===== config.mk =====
export PLATFORM = sky130hd
export DESIGN_NAME = sensorless_six_step_commutator
export DESIGN_NICKNAME = d
export VERILOG_FILES = /design/src/design/sssc_pkg.sv /design/src/design/sensorless_six_step_commutator.sv
export SDC_FILE = /design/constraint.sdc
export NUM_CORES = 1
export LEC_CHECK = 0
export ABC_AREA = 1
export BUFFER_PORTS_ARGS = -buffer_cell sky130_fd_sc_hd__buf_2
export CAP_MARGIN = 40
export CORE_UTILIZATION = 25
export DETAILED_ROUTE_END_ITERATION = 7
export HOLD_SLACK_MARGIN = 0.05
export PLACE_DENSITY = 0.37
export SLEW_MARGIN = 10
export SYNTH_ARGS = -nofsm -noshare
export SYNTH_HDL_FRONTEND = slang
export SYNTH_SLANG_ARGS = --single-unit

===== constraint.sdc =====
create_clock -name clk -period 5.1 [get_ports clk]
set_input_delay 0.255 -clock clk [delete_from_list [all_inputs] [get_ports clk]]
set_output_delay 0.255 -clock clk [all_outputs]
set_load 0.05 [all_outputs]

===== src/design/sssc_pkg.sv =====
package sssc_pkg;

  // Timer and register widths
  localparam int TIMER_BITS = 16;
  localparam int ON_BITS    = 10;
  localparam int CNT_BITS   = 8;

  // Reset values and on-time limits
  localparam logic [TIMER_BITS-1:0] TARGET_PERIOD_RST = 16'd6099;
  localparam logic [TIMER_BITS-1:0] START_PERIOD_RST  = 16'd9999;
  localparam logic [TIMER_BITS-1:0] REF_INTERVAL_RST  = 16'd9999;
  localparam logic [CNT_BITS-1:0]   ALIGN_TICKS_RST   = 8'd100;
  localparam logic [CNT_BITS-1:0]   UPDATE_EVERY_RST  = 8'd100;
  localparam logic [ON_BITS-1:0]    ON_ALIGN          = 10'd699;
  localparam logic [ON_BITS-1:0]    ON_RUN            = 10'd349;
  localparam logic [ON_BITS-1:0]    ON_MAX            = 10'd449;
  localparam logic [ON_BITS-1:0]    ON_MIN            = 10'd309;
  localparam logic [ON_BITS-1:0]    ON_DOWN_STEP      = 10'd5;
  localparam logic [TIMER_BITS-1:0] CAL_WINDOW        = 16'd5;
  localparam logic [TIMER_BITS-1:0] REG_MARGIN        = 16'd100;

  typedef enum logic [1:0] {
    OP_START  = 2'd0,
    OP_TICK   = 2'd1,
    OP_SAMPLE = 2'd2,
    OP_NONE   = 2'd3
  } op_t;

  typedef enum logic [2:0] {
    PH_IDLE      = 3'd0,
    PH_ALIGN     = 3'd1,
    PH_RAMP      = 3'd2,
    PH_CALIBRATE = 3'd3,
    PH_REGULATE  = 3'd4
  } phase_t;

  typedef enum logic [1:0] {
    CFG_TARGET_PERIOD = 2'd0,
    CFG_START_PERIOD  = 2'd1,
    CFG_ALIGN_TICKS   = 2'd2,
    CFG_UPDATE_EVERY  = 2'd3
  } cfg_idx_t;

  typedef struct packed {
    op_t                   op;
    logic [2:0]            bemf_bits;
    logic [TIMER_BITS-1:0] elapsed;
  } in_req_t;

  typedef struct packed {
    phase_t                phase;
    logic [2:0]            step;
    logic [5:0]            drive_mask;
    logic [ON_BITS-1:0]    on_time;
    logic [TIMER_BITS-1:0] pwm_period;
    logic                  commutated;
    logic                  restart_elapsed;
  } out_req_t;

  // Driver pattern for each commutation step; nothing for unused codes
  function automatic logic [5:0] step_mask(input logic [2:0] s);
    logic [5:0] m;
    case (s)
      3'd0:    m = 6'h18;
      3'd1:    m = 6'h09;
      3'd2:    m = 6'h21;
      3'd3:    m = 6'h24;
      3'd4:    m = 6'h06;
      3'd5:    m = 6'h12;
      default: m = 6'h00;
    endcase
    return m;
  endfunction

endpackage


===== src/design/sensorless_six_step_commutator.sv =====
// Six-step sensorless commutator. Each request (start, PWM tick or back-EMF
// sample) updates the control state at the accepting edge; its result goes to
// the output register, or to a one-deep skid stage behind it while the output
// is stalled. A request can be taken every cycle while the skid stage is not
// full (in_stall rises only then). Registers must be written through the cfg
// port (always ready) while no request is in flight; this is not enforced.
module sensorless_six_step_commutator
  import sssc_pkg::*;
(
  input  logic                  clk,
  input  logic                  rst_n,
  input  logic                  in_valid,
  output logic                  in_stall,
  input  in_req_t               in_data,
  output logic                  out_valid,
  input  logic                  out_stall,
  output out_req_t              out_data,
  input  logic                  cfg_valid,
  output logic                  cfg_ready,
  input  cfg_idx_t              cfg_index,
  input  logic [TIMER_BITS-1:0] cfg_data
);

  // Configuration registers
  logic [TIMER_BITS-1:0] target_period_r, start_period_r;
  logic [CNT_BITS-1:0]   align_ticks_r, update_every_r;

  // Control state
  phase_t                phase_r, phase_nxt;
  logic [2:0]            step_r, step_nxt;
  logic                  last_bemf_r, last_bemf_nxt;
  logic [CNT_BITS-1:0]   align_cnt_r, align_cnt_nxt;
  logic [TIMER_BITS-1:0] period_r, period_nxt;
  logic [ON_BITS-1:0]    high_time_r, high_time_nxt;
  logic [TIMER_BITS-1:0] ref_int_r, ref_int_nxt;
  logic [CNT_BITS-1:0]   adj_cnt_r, adj_cnt_nxt;

  // Output register and skid stage
  logic     out_valid_r, skid_valid_r;
  out_req_t out_data_r, skid_data_r;
  out_req_t res;

  logic in_acc, out_take;

  assign cfg_ready = 1'b1;
  assign in_stall  = skid_valid_r;
  assign in_acc    = in_valid & ~in_stall;
  assign out_take  = out_valid_r & ~out_stall;
  assign out_valid = out_valid_r;
  assign out_data  = out_data_r;

  // Configuration writes
  always_ff @(posedge clk) begin
    if (!rst_n) begin
      target_period_r <= TARGET_PERIOD_RST;
      start_period_r  <= START_PERIOD_RST;
      align_ticks_r   <= ALIGN_TICKS_RST;
      update_every_r  <= UPDATE_EVERY_RST;
    end else if (cfg_valid && cfg_ready) begin
      unique case (cfg_index)
        CFG_TARGET_PERIOD: target_period_r <= cfg_data;
        CFG_START_PERIOD:  start_period_r  <= cfg_data;
        CFG_ALIGN_TICKS:   align_ticks_r   <= cfg_data[CNT_BITS-1:0];
        CFG_UPDATE_EVERY:  update_every_r  <= cfg_data[CNT_BITS-1:0];
        default: ;
      endcase
    end
  end

  // Request evaluation
  always_comb begin
    logic                  bemf_bit;
    logic [CNT_BITS-1:0]   align_inc;
    logic [CNT_BITS-1:0]   adj_inc;
    logic [TIMER_BITS:0]   e_ext;
    logic                  cal_hit;
    logic                  reg_up, reg_down;
    logic                  commutated, restart;
    logic                  tick_drive;
    logic [2:0]            step_plus;

    phase_nxt     = phase_r;
    step_nxt      = step_r;
    last_bemf_nxt = last_bemf_r;
    align_cnt_nxt = align_cnt_r;
    period_nxt    = period_r;
    high_time_nxt = high_time_r;
    ref_int_nxt   = ref_int_r;
    adj_cnt_nxt   = adj_cnt_r;
    commutated    = 1'b0;
    restart       = 1'b0;
    tick_drive    = 1'b0;

    // comparator bit chosen by step modulo three
    case (step_r)
      3'd0, 3'd3: bemf_bit = in_data.bemf_bits[0];
      3'd1, 3'd4: bemf_bit = in_data.bemf_bits[1];
      default:    bemf_bit = in_data.bemf_bits[2];
    endcase
    step_plus = (step_r == 3'd5) ? 3'd0 : step_r + 3'd1;
    align_inc = (align_cnt_r < align_ticks_r) ? align_cnt_r + 8'd1 : align_cnt_r;
    adj_inc   = adj_cnt_r + 8'd1;

    // calibrate window and regulate comparisons
    e_ext   = {1'b0, in_data.elapsed};
    cal_hit = (in_data.elapsed >= CAL_WINDOW) &&
              (ref_int_r > in_data.elapsed - CAL_WINDOW) &&
              ({1'b0, ref_int_r} < e_ext + {1'b0, CAL_WINDOW});
    reg_up   = (ref_int_r >= REG_MARGIN) && (in_data.elapsed > ref_int_r - REG_MARGIN);
    reg_down = ~reg_up && (in_data.elapsed < ref_int_r);

    unique case (in_data.op)
      OP_START: begin
        if (phase_r == PH_IDLE) begin
          phase_nxt     = PH_ALIGN;
          step_nxt      = 3'd3;
          align_cnt_nxt = '0;
          high_time_nxt = ON_ALIGN;
          period_nxt    = start_period_r;
        end
      end
      OP_TICK: begin
        tick_drive = (phase_r != PH_IDLE);
        if (phase_r == PH_ALIGN) begin
          align_cnt_nxt = align_inc;
          if (align_inc >= align_ticks_r) begin
            align_cnt_nxt = '0;
            if (step_r == 3'd3 || step_r == 3'd4) begin
              step_nxt = step_r + 3'd1;
            end else begin
              step_nxt      = 3'd0;
              high_time_nxt = ON_RUN;
              phase_nxt     = PH_RAMP;
              restart       = 1'b1;
            end
          end
        end
      end
      OP_SAMPLE: begin
        if ((phase_r == PH_RAMP || phase_r == PH_CALIBRATE || phase_r == PH_REGULATE) &&
            bemf_bit != last_bemf_r) begin
          last_bemf_nxt = bemf_bit;
          step_nxt      = step_plus;
          commutated    = 1'b1;
          if (phase_r == PH_RAMP) begin
            if (period_r > target_period_r) begin
              period_nxt = period_r - 16'd1;
            end else begin
              phase_nxt = PH_CALIBRATE;
              restart   = 1'b1;
            end
          end else begin
            restart = 1'b1;
            if (phase_r == PH_CALIBRATE) begin
              if (cal_hit) phase_nxt = PH_REGULATE;
              else         ref_int_nxt = ref_int_r - 16'd1;
            end else if (reg_up || reg_down) begin
              // counted on-time nudge
              if (adj_inc == update_every_r) begin
                adj_cnt_nxt = '0;
                if (reg_up) begin
                  if (high_time_r < ON_MAX) high_time_nxt = high_time_r + 10'd1;
                end else begin
                  if (high_time_r > ON_MIN) high_time_nxt = high_time_r - ON_DOWN_STEP;
                end
              end else begin
                adj_cnt_nxt = adj_inc;
              end
            end else begin
              high_time_nxt = ON_RUN;
            end
          end
        end
      end
      default: ;
    endcase

    res.phase           = phase_nxt;
    res.step            = step_nxt;
    res.drive_mask      = tick_drive ? step_mask(step_r) :
                          (phase_nxt != PH_IDLE) ? step_mask(step_nxt) : 6'h00;
    res.on_time         = high_time_nxt;
    res.pwm_period      = period_nxt;
    res.commutated      = commutated;
    res.restart_elapsed = restart;
  end

  // State update on each accepted request
  always_ff @(posedge clk) begin
    if (!rst_n) begin
      phase_r     <= PH_IDLE;
      step_r      <= '0;
      last_bemf_r <= 1'b0;
      align_cnt_r <= '0;
      period_r    <= START_PERIOD_RST;
      high_time_r <= ON_ALIGN;
      ref_int_r   <= REF_INTERVAL_RST;
      adj_cnt_r   <= '0;
    end else if (in_acc) begin
      phase_r     <= phase_nxt;
      step_r      <= step_nxt;
      last_bemf_r <= last_bemf_nxt;
      align_cnt_r <= align_cnt_nxt;
      period_r    <= period_nxt;
      high_time_r <= high_time_nxt;
      ref_int_r   <= ref_int_nxt;
      adj_cnt_r   <= adj_cnt_nxt;
    end
  end

  // Output register and skid control
  always_ff @(posedge clk) begin
    if (!rst_n) begin
      out_valid_r  <= 1'b0;
      skid_valid_r <= 1'b0;
    end else if (out_take || !out_valid_r) begin
      out_valid_r  <= skid_valid_r | in_acc;
      skid_valid_r <= 1'b0;
    end else if (in_acc) begin
      skid_valid_r <= 1'b1;
    end
  end

  // Result payload
  always_ff @(posedge clk) begin
    if (out_take || !out_valid_r) begin
      out_data_r <= skid_valid_r ? skid_data_r : res;
    end else if (in_acc) begin
      skid_data_r <= res;
    end
  end

  // Checks
  a_skid_behind_out: assert property (@(posedge clk) disable iff (!rst_n)
    skid_valid_r |-> out_valid_r)
    else $error("skid stage holds a result while output register is empty");

  a_step_range: assert property (@(posedge clk) disable iff (!rst_n)
    step_r <= 3'd5)
    else $error("commutation step out of range");

  a_commutate_phase: assert property (@(posedge clk) disable iff (!rst_n)
    (out_valid_r && out_data_r.commutated) |->
      (out_data_r.phase == PH_RAMP || out_data_r.phase == PH_CALIBRATE ||
       out_data_r.phase == PH_REGULATE))
    else $error("commutation reported outside a running phase");

  a_idle_no_drive: assert property (@(posedge clk) disable iff (!rst_n)
    (out_valid_r && out_data_r.phase == PH_IDLE) |-> (out_data_r.drive_mask == 6'h00))
    else $error("drivers raised while idle");

  a_no_accept_when_full: assert property (@(posedge clk) disable iff (!rst_n)
    (skid_valid_r && !out_take) |=> skid_valid_r && $stable(skid_data_r))
    else $error("skid stage lost or changed a held result");

endmodule


==> impl_metrics.toml <==
[job]
maxCapViolCount = 0

[cells_and_area]
final_common_cell = "nand2_1"
final_cell_mix = "nand2_1, inv_1, nor2_1, a21oi_1, dfxtp_1"
nets = 2061
regArea_sq_um = 4700
syn_to_final_growth_pct = 14.8
multi_input_area_sq_um = 7490
num_antenna_cells = 0
nFillCells = 5755
drive_gt1_frac = 0.113

[global_route]
grt_pass1_wl_mm = 68.4
antenna_found_initial = 0
grt.total_usage = 0.167
grt_pass1_vias = 11600
grt_remaining_overflow = 0
grt_start_max_net_pins = 58

[critical_path]
slowest_delay_ns = 0.36
crit_top_cell = "nand2_1"
reg2reg_from = "align_ticks_r[1]"
worstPathArrival_ns = 4.62
reg2reg_depth = 28
required_ns = 5.33
worst_setup_path_start_kind = "flop"
crit_slowest_cell = "nor4_1"
crit_type = "flop to flop"
r2r_end = "out_data[29]"
crit_end = "out_data[29]"
reg2reg_slack_ns = 0.71
timing.critical_path.from = "align_ticks_r[1]"
endpoint_kind = "flop"
path_max_fanout = 6

[min_path]
hold_class = "primary input to flop"

[clocking]
cts_root_buffer = "clkbuf_16"
post_cts_resized = 0
cts_tree = "yes"
clockBufferDepth = 2
cts_max_level = 4
cts.sinks = 195
numCtsBuffers = 17
clock_latency_ns = 0.48
clkTransAtPathRegs_ns = 0.08

[synth]
synth_compound_area_frac = 0.148
synth_area_sq_um = 13300
postSynthCellCount = 1820
yosysTopAreaCell = "edfxtp_1"
syn-num-nets = 1978
ys_seq_area_frac = 0.355
ys_ff_latch = 195
synth-xor-area-share = 0.0330
async_flop_share = 0
synthAdderAreaFrac = 0.108
synthFlopType = "dfxtp_1"
synth.area.top_cells = "edfxtp_1, dfxtp_1, nand2_1"
synth-simple-area-share = 0.275
syn-mean-instance-area_sq_um = 7.29
synth_top_family_by_area = "simple AND/OR/NAND/NOR gates"
synth_mux_area_frac = 0
synth_top_area_share = 0.181
ys_types = 52
ys_warn_count = 0
synth_enable_flop_cells = 80

[power]
vdd_drop_max_mv = 0.279
power.leakage_uw = 0.00698
power_density_nw_per_um2 = 273
finalPower_uw = 4160

[sta]
setup_tns_ns = 0
rsz0062_at_grt = "false"
post-route-period-util = 0.860
setup_viol = 0
min_period_ns = 4.39
hold_violations = 0
max_slew_margin = 0.452
final-max-slew-violation-count = 0
clock.fmax_mhz = 228
tightest_slew_ns = 0.821
skew_ns = 0.0150

[route]
routed_via_density = 4.61
vias = 12000
ant_nets = 0
wl_mm = 43.8
drc_errors = 0
drt_iter0_markers = 852
wl_per_cell_um = 16.8
dr.pass1.iters = 5

[placement]
place_hpwl_mm = 33.5
place_congestion = 0.871
io_buffers = 85

[die]
initial_utilization = 0.253
die_w_um = 232
dieArea_sq_um = 54000
coreArea_sq_um = 52400
io_pins = 87
die_h_um = 232
fp-row-count = 84

[run_status]
status = "complete, no violations"
-- worst max-delay path: cells and delay by family (launching register included) --
kind                       cells  cell delay (ns)
AOI/OAI and AO/OA              3             0.42
xor gates and xnor gates       1             0.16
DFF                            1             0.31
and+or+nand+nor               20             2.53
buffers and inverters          2             0.13
adders and majority gates      2             0.55
-- cell usage after synthesis, drive strengths merged, types with 2 or more instances --
cell type and count:
buf 19, inv 224, o22ai 2, edfxtp 80, a22oi 21, nor4 8
nand3 108, o21a 5, nor2 168, a31oi 13, nand2 477, nand3b 3
o211ai 17, a21o 4, o31ai 2, a21oi 150, clkinv 3, xor2 43
ha 114, dfxtp 115, clkbuf 33, and2 2, o21bai 3, o21ai 125
xnor2 7, a211oi 2, a21boi 5, nand4 31, nor3 31
-- layer usage --
| layer | wire length (um) | GRT usage | up-vias | part of all wire |
|---|---|---|---|---|
| li1 | - | - | 6225 | - |
| met1 | 22000 | 0.231 | 5525 | 0.50 |
| met2 | 19700 | 0.265 | 228 | 0.45 |
| met3 | 1380 | 0.0242 | 37 | 0.032 |
| met4 | 725 | 0.0520 | 0 | 0.017 |
| met5 | 0 | 0 | - | 0 |
-- layout make-up --
class	instances	share of cell area
clock buffers	17	0.0279
clock inverters	15	0.0127
inverters	227	0.0560
multi-input cells	1346	0.492
flip-flops and latches	195	0.309
well taps	688	0.0565
repair buffers	116	0.0462
-- worst min path at each step --
stage	startpoint	endpoint	cells after the start
global placement	start_period_r[13]	start_period_r[13]	2
finish	cfg_data[0]	start_period_r[0]	3
CTS	cfg_data[0]	start_period_r[0]	3
detailed placement	start_period_r[3]	start_period_r[3]	2
global route	cfg_data[0]	target_period_r[0]	3
floorplan	cfg_data[10]	start_period_r[10]	2
-- metrics by stage --
stage | area (sq um) | utilization | hold slack (ns) | worst slack [ns] | std cells
floorplan | 13300 | - | 0.381 | 1.15 | 1820
global placement | 14500 | 0.276 | 0.445 | 0.759 | 2559
detailed placement | 14500 | 0.277 | 0.449 | 0.726 | 2563
CTS | 15200 | 0.290 | 0.0577 | 0.664 | 2604
global route | 15200 | 0.290 | 0.0745 | 0.170 | 2604
finish | 15200 | 0.290 | 0.0851 | 0.712 | 2604
-- cell families (layout without fill, tap and decap cells) --
family	count (synthesis)	in the layout
buf+inv	279	375
xor+xnor	50	50
other cells	1	1
flops	195	195
simple gates	831	831
compound gates	350	350
fa+ha+maj	114	114
-- repair_timing --
item / in CTS / in global routing
hold buffers: 9 / 0
endpoints found under the hold margin: 15 / 0
buffers inserted: 0 / 0
-- flip-flops by register name (all words and copies together), names as in the netlist --
| register | flops |
|---|---|
| align_cnt_r | 8 |
| in_stall | 1 |
| target_period_r | 16 |
| update_every_r | 8 |
| period_r | 16 |
| out_valid | 1 |
| phase_r | 3 |
| skid_data_r | 40 |
| start_period_r | 16 |
| step_r | 3 |
| ref_int_r | 16 |
| high_time_r | 10 |
| last_bemf_r | 1 |
| adj_cnt_r | 8 |
| out_data | 40 |
| align_ticks_r | 8 |
-- report_power, final --
group | internal (uW) | switching (uW) | total, uW | leakage (uW)
combinational | 243 | 648 | 891 | 0.00494
sequential | 1740 | 69.2 | 1810 | 0.00174
clock | 747 | 711 | 1460 | 0.000303
total | 2730 | 1430 | 4160 | 0.00698
Note: power is estimated with default switching activity, not from simulation.
